==> config.mk <==
export PLATFORM = sky130hd
export DESIGN_NAME = pwvm_ctrl
export DESIGN_NICKNAME = d
export VERILOG_FILES = /design/src/design/pwvm_pkg.sv /design/src/design/pwvm_ctrl.sv
export SDC_FILE = /design/constraint.sdc
export NUM_CORES = 1
export LEC_CHECK = 0
export BUFFER_PORTS_ARGS = -buffer_cell sky130_fd_sc_hd__buf_2
export CAP_MARGIN = 20
export CORE_AREA = 2 2 49 51
export CTS_CLUSTER_SIZE = 25
export DETAILED_ROUTE_END_ITERATION = 7
export DIE_AREA = 0 0 51 53
export GPL_ROUTABILITY_DRIVEN = 0
export SLEW_MARGIN = 5
export SYNTH_ARGS = -nofsm -noshare
export SYNTH_HDL_FRONTEND = slang
export SYNTH_SLANG_ARGS = --single-unit
==> constraint.sdc <==
create_clock -name clk -period 2.3 [get_ports clk]
set_input_delay 0.345 -clock clk [delete_from_list [all_inputs] [get_ports clk]]
set_output_delay 0.345 -clock clk [all_outputs]
set_load 0.03 [all_outputs]
==> src/design/pwvm_pkg.sv <==
// ============================================================================
// pwvm_pkg - shared types and constants for the wavetable voice mixer
// Command codes, transfer payloads, controller/datapath handshake structs and
// the note step generator evaluated at elaboration time.
// ============================================================================
package pwvm_pkg;

    localparam int VOICES_DEF     = 8;
    localparam int WAVE_LEN_DEF   = 256;
    localparam int WAVEFORMS_DEF  = 4;

    localparam int FRAC_BITS      = 10;
    localparam int NOTES          = 128;
    localparam int WAVE_SEL_CODES = 256;

    // command codes; 5..7 are no-ops
    localparam logic [2:0] CMD_TICK     = 3'd0;
    localparam logic [2:0] CMD_NOTE_ON  = 3'd1;
    localparam logic [2:0] CMD_NOTE_OFF = 3'd2;
    localparam logic [2:0] CMD_ALL_OFF  = 3'd3;
    localparam logic [2:0] CMD_LOAD     = 3'd4;

    typedef enum logic [1:0] {
        ST_OK       = 2'd0,
        ST_NO_FREE  = 2'd1,
        ST_NO_MATCH = 2'd2
    } status_t;

    typedef enum logic [2:0] {
        S_IDLE,
        S_DECODE,
        S_SCAN,
        S_DRAIN,
        S_DONE
    } ctrl_state_t;

    typedef enum logic [1:0] {
        OP_TICK,
        OP_ON,
        OP_OFF
    } scan_op_t;

    typedef struct packed {
        logic [2:0]         cmd;
        logic [6:0]         note;
        logic [7:0]         velocity;
        logic [7:0]         wave_select;
        logic [7:0]         wave_addr;
        logic signed [15:0] wave_value;
    } in_item_t;

    typedef struct packed {
        logic signed [31:0] mix_sample;
        logic [3:0]         voice_number;
        logic [1:0]         status;
    } out_item_t;

    // controller -> datapath
    typedef struct packed {
        logic    capture;
        logic    tick_step;
        logic    on_try;
        logic    off_try;
        logic    clear_all;
        logic    load_wr;
        logic    set_status;
        status_t status_code;
        logic    rsp_load;
    } dp_cmd_t;

    // datapath -> controller
    typedef struct packed {
        logic [2:0] cmd;
        logic       too_big;
        logic       vel_zero;
        logic       free_hit;
        logic       match_hit;
        logic       out_busy;
    } dp_stat_t;

    // 2^(k/12) scaled by 1e12, truncated
    localparam longint unsigned RATIO_ONE = 64'd1000000000000;
    localparam longint unsigned SEMITONE_RATIO [12] = '{
        64'd1000000000000, 64'd1059463094359, 64'd1122462048309, 64'd1189207115002,
        64'd1259921049894, 64'd1334839854170, 64'd1414213562373, 64'd1498307076876,
        64'd1587401051968, 64'd1681792830507, 64'd1781797436280, 64'd1887748625363
    };

    // floor(2^((note-69)/12) * floor(440*wave_len*128/11025)); elaboration only
    function automatic longint unsigned note_step(int note, int wave_len);
        longint unsigned base;
        longint unsigned num;
        int              rel;
        int              oct;
        int              semi;
        base = (64'd440 * 64'(wave_len) * 64'd128) / 64'd11025;
        rel  = note + 3;
        oct  = rel / 12 - 6;
        semi = rel % 12;
        num  = base * SEMITONE_RATIO[semi];
        if (oct >= 0)
        begin
            note_step = (num << oct) / RATIO_ONE;
        end
        else
        begin
            note_step = (num / RATIO_ONE) >> (-oct);
        end
    endfunction

endpackage

==> src/design/pwvm_ctrl.sv <==
// ============================================================================
// pwvm_ctrl - command sequencer
// Accepts one command, decodes it and walks the voices one per cycle for
// tick, note on and note off; hands the result to the output register.
// ============================================================================
module pwvm_ctrl #(
    parameter int VOICES = pwvm_pkg::VOICES_DEF
) (
    input  logic                clk,
    input  logic                rst_n,
    input  logic                item_valid,
    output logic                item_stall,
    input  pwvm_pkg::dp_stat_t  stat,
    output pwvm_pkg::dp_cmd_t   cmd,
    output logic [((VOICES > 1) ? $clog2(VOICES) : 1)-1:0] voice_idx
);
    import pwvm_pkg::*;

    localparam int VIdxW = (VOICES > 1) ? $clog2(VOICES) : 1;
    localparam logic [VIdxW-1:0] LastVoice = VIdxW'(VOICES - 1);

    ctrl_state_t      state_reg, state_next;
    scan_op_t         op_reg, op_next;
    logic [VIdxW-1:0] cnt_reg, cnt_next;
    logic             last;

    assign last      = (cnt_reg == LastVoice);
    assign voice_idx = cnt_reg;

    always_ff @(posedge clk or negedge rst_n)
    begin
        if (!rst_n)
        begin
            state_reg <= S_IDLE;
            op_reg    <= OP_TICK;
            cnt_reg   <= '0;
        end
        else
        begin
            state_reg <= state_next;
            op_reg    <= op_next;
            cnt_reg   <= cnt_next;
        end
    end

    // next state
    always_comb
    begin
        state_next = state_reg;
        op_next    = op_reg;
        cnt_next   = '0;
        case (state_reg)
            S_IDLE:
            begin
                if (item_valid)
                begin
                    state_next = S_DECODE;
                end
            end
            S_DECODE:
            begin
                state_next = S_DONE;
                case (stat.cmd)
                    CMD_TICK:
                    begin
                        state_next = S_SCAN;
                        op_next    = OP_TICK;
                    end
                    CMD_NOTE_ON:
                    begin
                        if (!stat.too_big)
                        begin
                            state_next = S_SCAN;
                            op_next    = stat.vel_zero ? OP_OFF : OP_ON;
                        end
                    end
                    CMD_NOTE_OFF:
                    begin
                        if (!stat.too_big)
                        begin
                            state_next = S_SCAN;
                            op_next    = OP_OFF;
                        end
                    end
                    default:
                    begin
                        state_next = S_DONE;
                    end
                endcase
            end
            S_SCAN:
            begin
                cnt_next = last ? '0 : cnt_reg + 1'b1;
                case (op_reg)
                    OP_TICK:
                    begin
                        if (last)
                        begin
                            state_next = S_DRAIN;
                        end
                    end
                    OP_ON:
                    begin
                        if (stat.free_hit || last)
                        begin
                            state_next = S_DONE;
                            cnt_next   = '0;
                        end
                    end
                    OP_OFF:
                    begin
                        if (stat.match_hit || last)
                        begin
                            state_next = S_DONE;
                            cnt_next   = '0;
                        end
                    end
                    default:
                    begin
                        state_next = S_DONE;
                    end
                endcase
            end
            S_DRAIN:
            begin
                state_next = S_DONE;
            end
            S_DONE:
            begin
                if (!stat.out_busy)
                begin
                    state_next = S_IDLE;
                end
            end
            default:
            begin
                state_next = S_IDLE;
            end
        endcase
    end

    // outputs
    always_comb
    begin
        cmd        = '0;
        cmd.status_code = ST_OK;
        item_stall = (state_reg != S_IDLE);
        case (state_reg)
            S_IDLE:
            begin
                cmd.capture = item_valid;
            end
            S_DECODE:
            begin
                case (stat.cmd)
                    CMD_NOTE_ON:
                    begin
                        if (stat.too_big)
                        begin
                            cmd.set_status  = 1'b1;
                            cmd.status_code = ST_NO_FREE;
                        end
                    end
                    CMD_NOTE_OFF:
                    begin
                        if (stat.too_big)
                        begin
                            cmd.set_status  = 1'b1;
                            cmd.status_code = ST_NO_MATCH;
                        end
                    end
                    CMD_ALL_OFF:
                    begin
                        cmd.clear_all = 1'b1;
                    end
                    CMD_LOAD:
                    begin
                        cmd.load_wr = 1'b1;
                    end
                    default:
                    begin
                        cmd.set_status = 1'b0;
                    end
                endcase
            end
            S_SCAN:
            begin
                case (op_reg)
                    OP_TICK:
                    begin
                        cmd.tick_step = 1'b1;
                    end
                    OP_ON:
                    begin
                        cmd.on_try = 1'b1;
                        if (!stat.free_hit && last)
                        begin
                            cmd.set_status  = 1'b1;
                            cmd.status_code = ST_NO_FREE;
                        end
                    end
                    OP_OFF:
                    begin
                        cmd.off_try = 1'b1;
                        if (!stat.match_hit && last)
                        begin
                            cmd.set_status  = 1'b1;
                            cmd.status_code = ST_NO_MATCH;
                        end
                    end
                    default:
                    begin
                        cmd.tick_step = 1'b0;
                    end
                endcase
            end
            S_DONE:
            begin
                cmd.rsp_load = !stat.out_busy;
            end
            default:
            begin
                cmd.capture = 1'b0;
            end
        endcase
    end

    // a voice walk always starts at the first voice
    a_scan_starts_at_zero: assert property (@(posedge clk) disable iff (!rst_n)
        (state_reg == S_SCAN && $past(state_reg) != S_SCAN) |-> cnt_reg == '0)
        else $error("voice walk did not start at voice zero");

endmodule

==> tab_implementation.tex <==
\begin{tabular}{lr}
\hline
Metric & Value \\
\hline
\multicolumn{2}{l}{\textbf{Status}} \\
Run status & complete, no violations \\
\multicolumn{2}{l}{\textbf{Placement}} \\
PortBufs & 24 \\
Cell total after placement & 129 \\
Half-perimeter wire length after placement & 1260 um \\
\multicolumn{2}{l}{\textbf{Worst setup path}} \\
Req. time, crit path & 1.96 ns \\
Critical Path AT & 1.82 ns \\
Endpoint class of the critical path & primary output \\
Critical path cell sequence & nor3b\_4, nand3\_1, o22ai\_1, buf\_2 \\
Startpoint kind of the worst setup timing path & flip-flop \\
Category of the most critical setup path & reg2out \\
Highest fanout seen on the critical path & 12 \\
R2R Path Start & voice\_idx[0]\$\_DFF\_PN0\_ \\
Biggest cell delay along the critical path & 0.61 ns \\
Cell depth of the worst flop-to-flop path & 6 \\
R2R Path End & state\_reg[2]\$\_DFFE\_PN0P\_ \\
Library cell contributing the largest single delay on the critical path & dfrtp\_1 \\
Origin of the worst setup path & state\_reg[1]\$\_DFFE\_PN0P\_ \\
Setup slack of the worst register-to-register path & approximately 0.64 ns \\
Crit path to & cmd[3] \\
\multicolumn{2}{l}{\textbf{STA}} \\
Worst rel slew slack & 71.3\% \\
Pins over their slew limit & 0 \\
Final setup violating endpoints & 0 \\
Accumulated negative setup slack & 0 ns \\
Post-Route Skew & 0.0131 ns \\
Final period util & 94.2\% \\
Max frequency & 462 MHz \\
Setup repair after global routing missed its margin & false \\
Final hold violations & 0 \\
Final critical-path required period & 2.17 ns \\
Actual slew at the worst max-slew pin & 0.430 ns \\
\multicolumn{2}{l}{\textbf{Global routing}} \\
Maximum number of pins on one net before global-route repair & 13 \\
Global routing met1 resource utilization & 18.3\% \\
Met3 GRT Util & 5.37\% \\
Total overflow reported by the global router & 0 \\
Initial antenna violation count & 0 \\
Met2 usage & 21.0\% \\
First-pass GRT wire length & 2760 um \\
Most heavily used metal layer in global routing & met2 \\
Total track usage & 13.7\% \\
Vias in the first global route & 616 \\
\multicolumn{2}{l}{\textbf{Drt}} \\
DRC violations left & 0 \\
WL per Instance & 12.3 um \\
Iteration-0 DRC count of the detailed router & 23 \\
Ratio of routed vias to standard cells & roughly 5 \\
Router iterations before antenna repair & 4 \\
Post-DRT Antenna Nets & 0 \\
Final wirelength & roughly 1600 um \\
Total via count in the routed design & 667 \\
\multicolumn{2}{l}{\textbf{Floorplan}} \\
Die Footprint & approximately 2700 um2 \\
Core region area & 2150 um2 \\
Initial cell density of the core & 33.3\% \\
Die width & 51 um \\
Placement Rows & 17 \\
I/O pin cnt & 25 \\
Height of the chip & 53 um \\
\multicolumn{2}{l}{\textbf{CTS}} \\
Clock buffers created by TritonCTS & 3 \\
TritonCTS clock tree & built \\
Clock tree root buffer cell & clkbuf\_4 \\
Clock tree buffer depth & 2 \\
H-tree level count & 1 \\
Total clock sinks & 8 \\
Insertion delay to the later sink of the worst-skew pair & $\sim$0.26 ns \\
CTS clock-pin slew for the worst setup and hold paths & roughly 0.070 ns \\
CTS-repair resized insts & 0 \\
\multicolumn{2}{l}{\textbf{Logic synthesis}} \\
Average footprint of a synthesized cell & slightly below 9 um2 \\
Net count of the mapped netlist & 97 \\
Yosys cell types & 33 \\
Cell count after synthesis & 80 \\
Post-synthesis sequential element count & 8 \\
Post-Synthesis Cell Area & 716 um2 \\
Sequential area share after synthesis & about 28\% \\
Number of warning messages in the yosys log & 0 \\
\multicolumn{2}{l}{\textbf{Pwr}} \\
Final total power & about 0.80 mW \\
Power density over the cells & 916 nW/um2 \\
Maximum VDD drop & between 0.5 and 0.6 mV \\
Leakage power & 0.454 nW \\
\multicolumn{2}{l}{\textbf{Layout}} \\
Synthesis-to-finish area growth & 22.6\% \\
Final cell count without fillers & 133 \\
Diodes inserted & 0 \\
Net count of the finished layout & 124 \\
Share of final-layout standard cells stronger than drive strength 1 & 33.3\% \\
\multicolumn{2}{l}{\textbf{Flow run}} \\
Maximum Capacitance Violations & 0 \\
\multicolumn{2}{l}{\textbf{Hold path}} \\
Path category of the worst min-delay check & in2reg \\
Depth of the worst hold-timing path & 3 \\
\hline
\end{tabular}
## synth_stat cells (all sizes together)
library cell,n,share of area [%]
a311oi,1,1.2
and2,7,6.1
nor3b,3,6.3
and3,1,0.87
nor4,1,0.87
inv,6,3.1
o2bb2a,1,2.8
nand2,5,3.0
buf,3,3.7
nand3,2,1.4
a221o,1,1.4
dfrtp,8,28
nor3,4,2.8
nor2,9,5.1
and4b,1,1.4
maj3,1,1.6
o22ai,2,1.7
o21ai,1,0.70
a21boi,1,1.0
mux2,1,2.1
mux2i,1,1.4
ha,6,10
nand4bb,1,1.6
nand2b,3,2.6
a21oi,7,5.4
nand3b,1,1.0
o2bb2ai,1,1.2
a21o,1,1.0
## critical path, delay by kind of cell (launching register included)
family / cells / cell delay [ns]
AOI/OAI and AO/OA: 1 / 0.19
DFF: 1 / 0.61
and+or+nand+nor: 2 / 0.54
buffers and inverters: 1 / 0.22
## metal layers
| layer | vias to the layer above | routed length [um] |
|---|---|---|
| met1 | 309 | 802 |
| met3 | 2 | 105 |
| met4 | 0 | 9 |
| met2 | 23 | 722 |
| met5 | - | 0 |
| li1 | 333 | - |
## through the flow
stage / area [um2] / hold slack (ns) / utilization (%) / worst slack [ns]
4_1_cts: 877 / 0.414 / 40.8 / 0.141
6_report: 877 / 0.422 / 40.8 / 0.134
3_5_place_dp: 845 / 0.212 / 39.3 / 0.444
3_3_place_gp: 845 / 0.200 / 39.3 / 0.517
2_1_floorplan: 716 / 0.0494 / - / 0.243
5_1_grt: 877 / 0.429 / 40.8 / 0.00832
## kinds of logic after synthesis
kind of cell / count (synthesis) / synth area share (%)
mux: 2 / 3.50
fa+ha+maj: 7 / 12.1
simple gates: 38 / 33.0
buf+inv: 9 / 6.82
compound gates: 16 / 16.6
flops: 8 / 28.0
## cells in the final DEF, fill, tap and decap left out, drive strengths merged, types with 3 or more instances in the layout
master  instances
a21oi           7
and2            7
buf            24
clkbuf          3
dfrtp           8
ha              6
inv             6
nand2           5
nand2b          3
nor2            9
nor3            4
nor3b           3
## worst min-delay path by stage
stage                        from                        to  slack (ns)
final                     stat[3]     op_reg[1]$_DFFE_PN0P_        0.42
after global placement      rst_n  state_reg[2]$_DFFE_PN0P_        0.20
after CTS                 stat[3]     op_reg[1]$_DFFE_PN0P_        0.41
after global routing      stat[3]     op_reg[1]$_DFFE_PN0P_        0.43
after detailed placement    rst_n  state_reg[0]$_DFFE_PN0P_        0.21
after floorplan             rst_n     op_reg[0]$_DFFE_PN0P_        0.05
## power by group
part | switching, mW | internal, mW
registers | 0.0767 | 0.176
logic | 0.255 | 0.180
clock network | 0.0558 | 0.0601
total | 0.387 | 0.416
## repair_timing
| action | 4_1_cts | 5_1_grt |
|---|---|---|
| hold endpoints to repair | 8 | 0 |
| buffers inserted | 0 | 0 |
| hold buffers | 1 | 0 |
## area by class of cell
class	instances	area, um2
Inverter	6	22.5
Multi-Input combinational cell	63	467
Clock buffer	3	22.5
Tap cell	28	35.0
Fill cell	222	1270
Sequential cell	8	200
Timing Repair Buffer	25	130
Note: power is estimated with default switching activity, not from simulation.
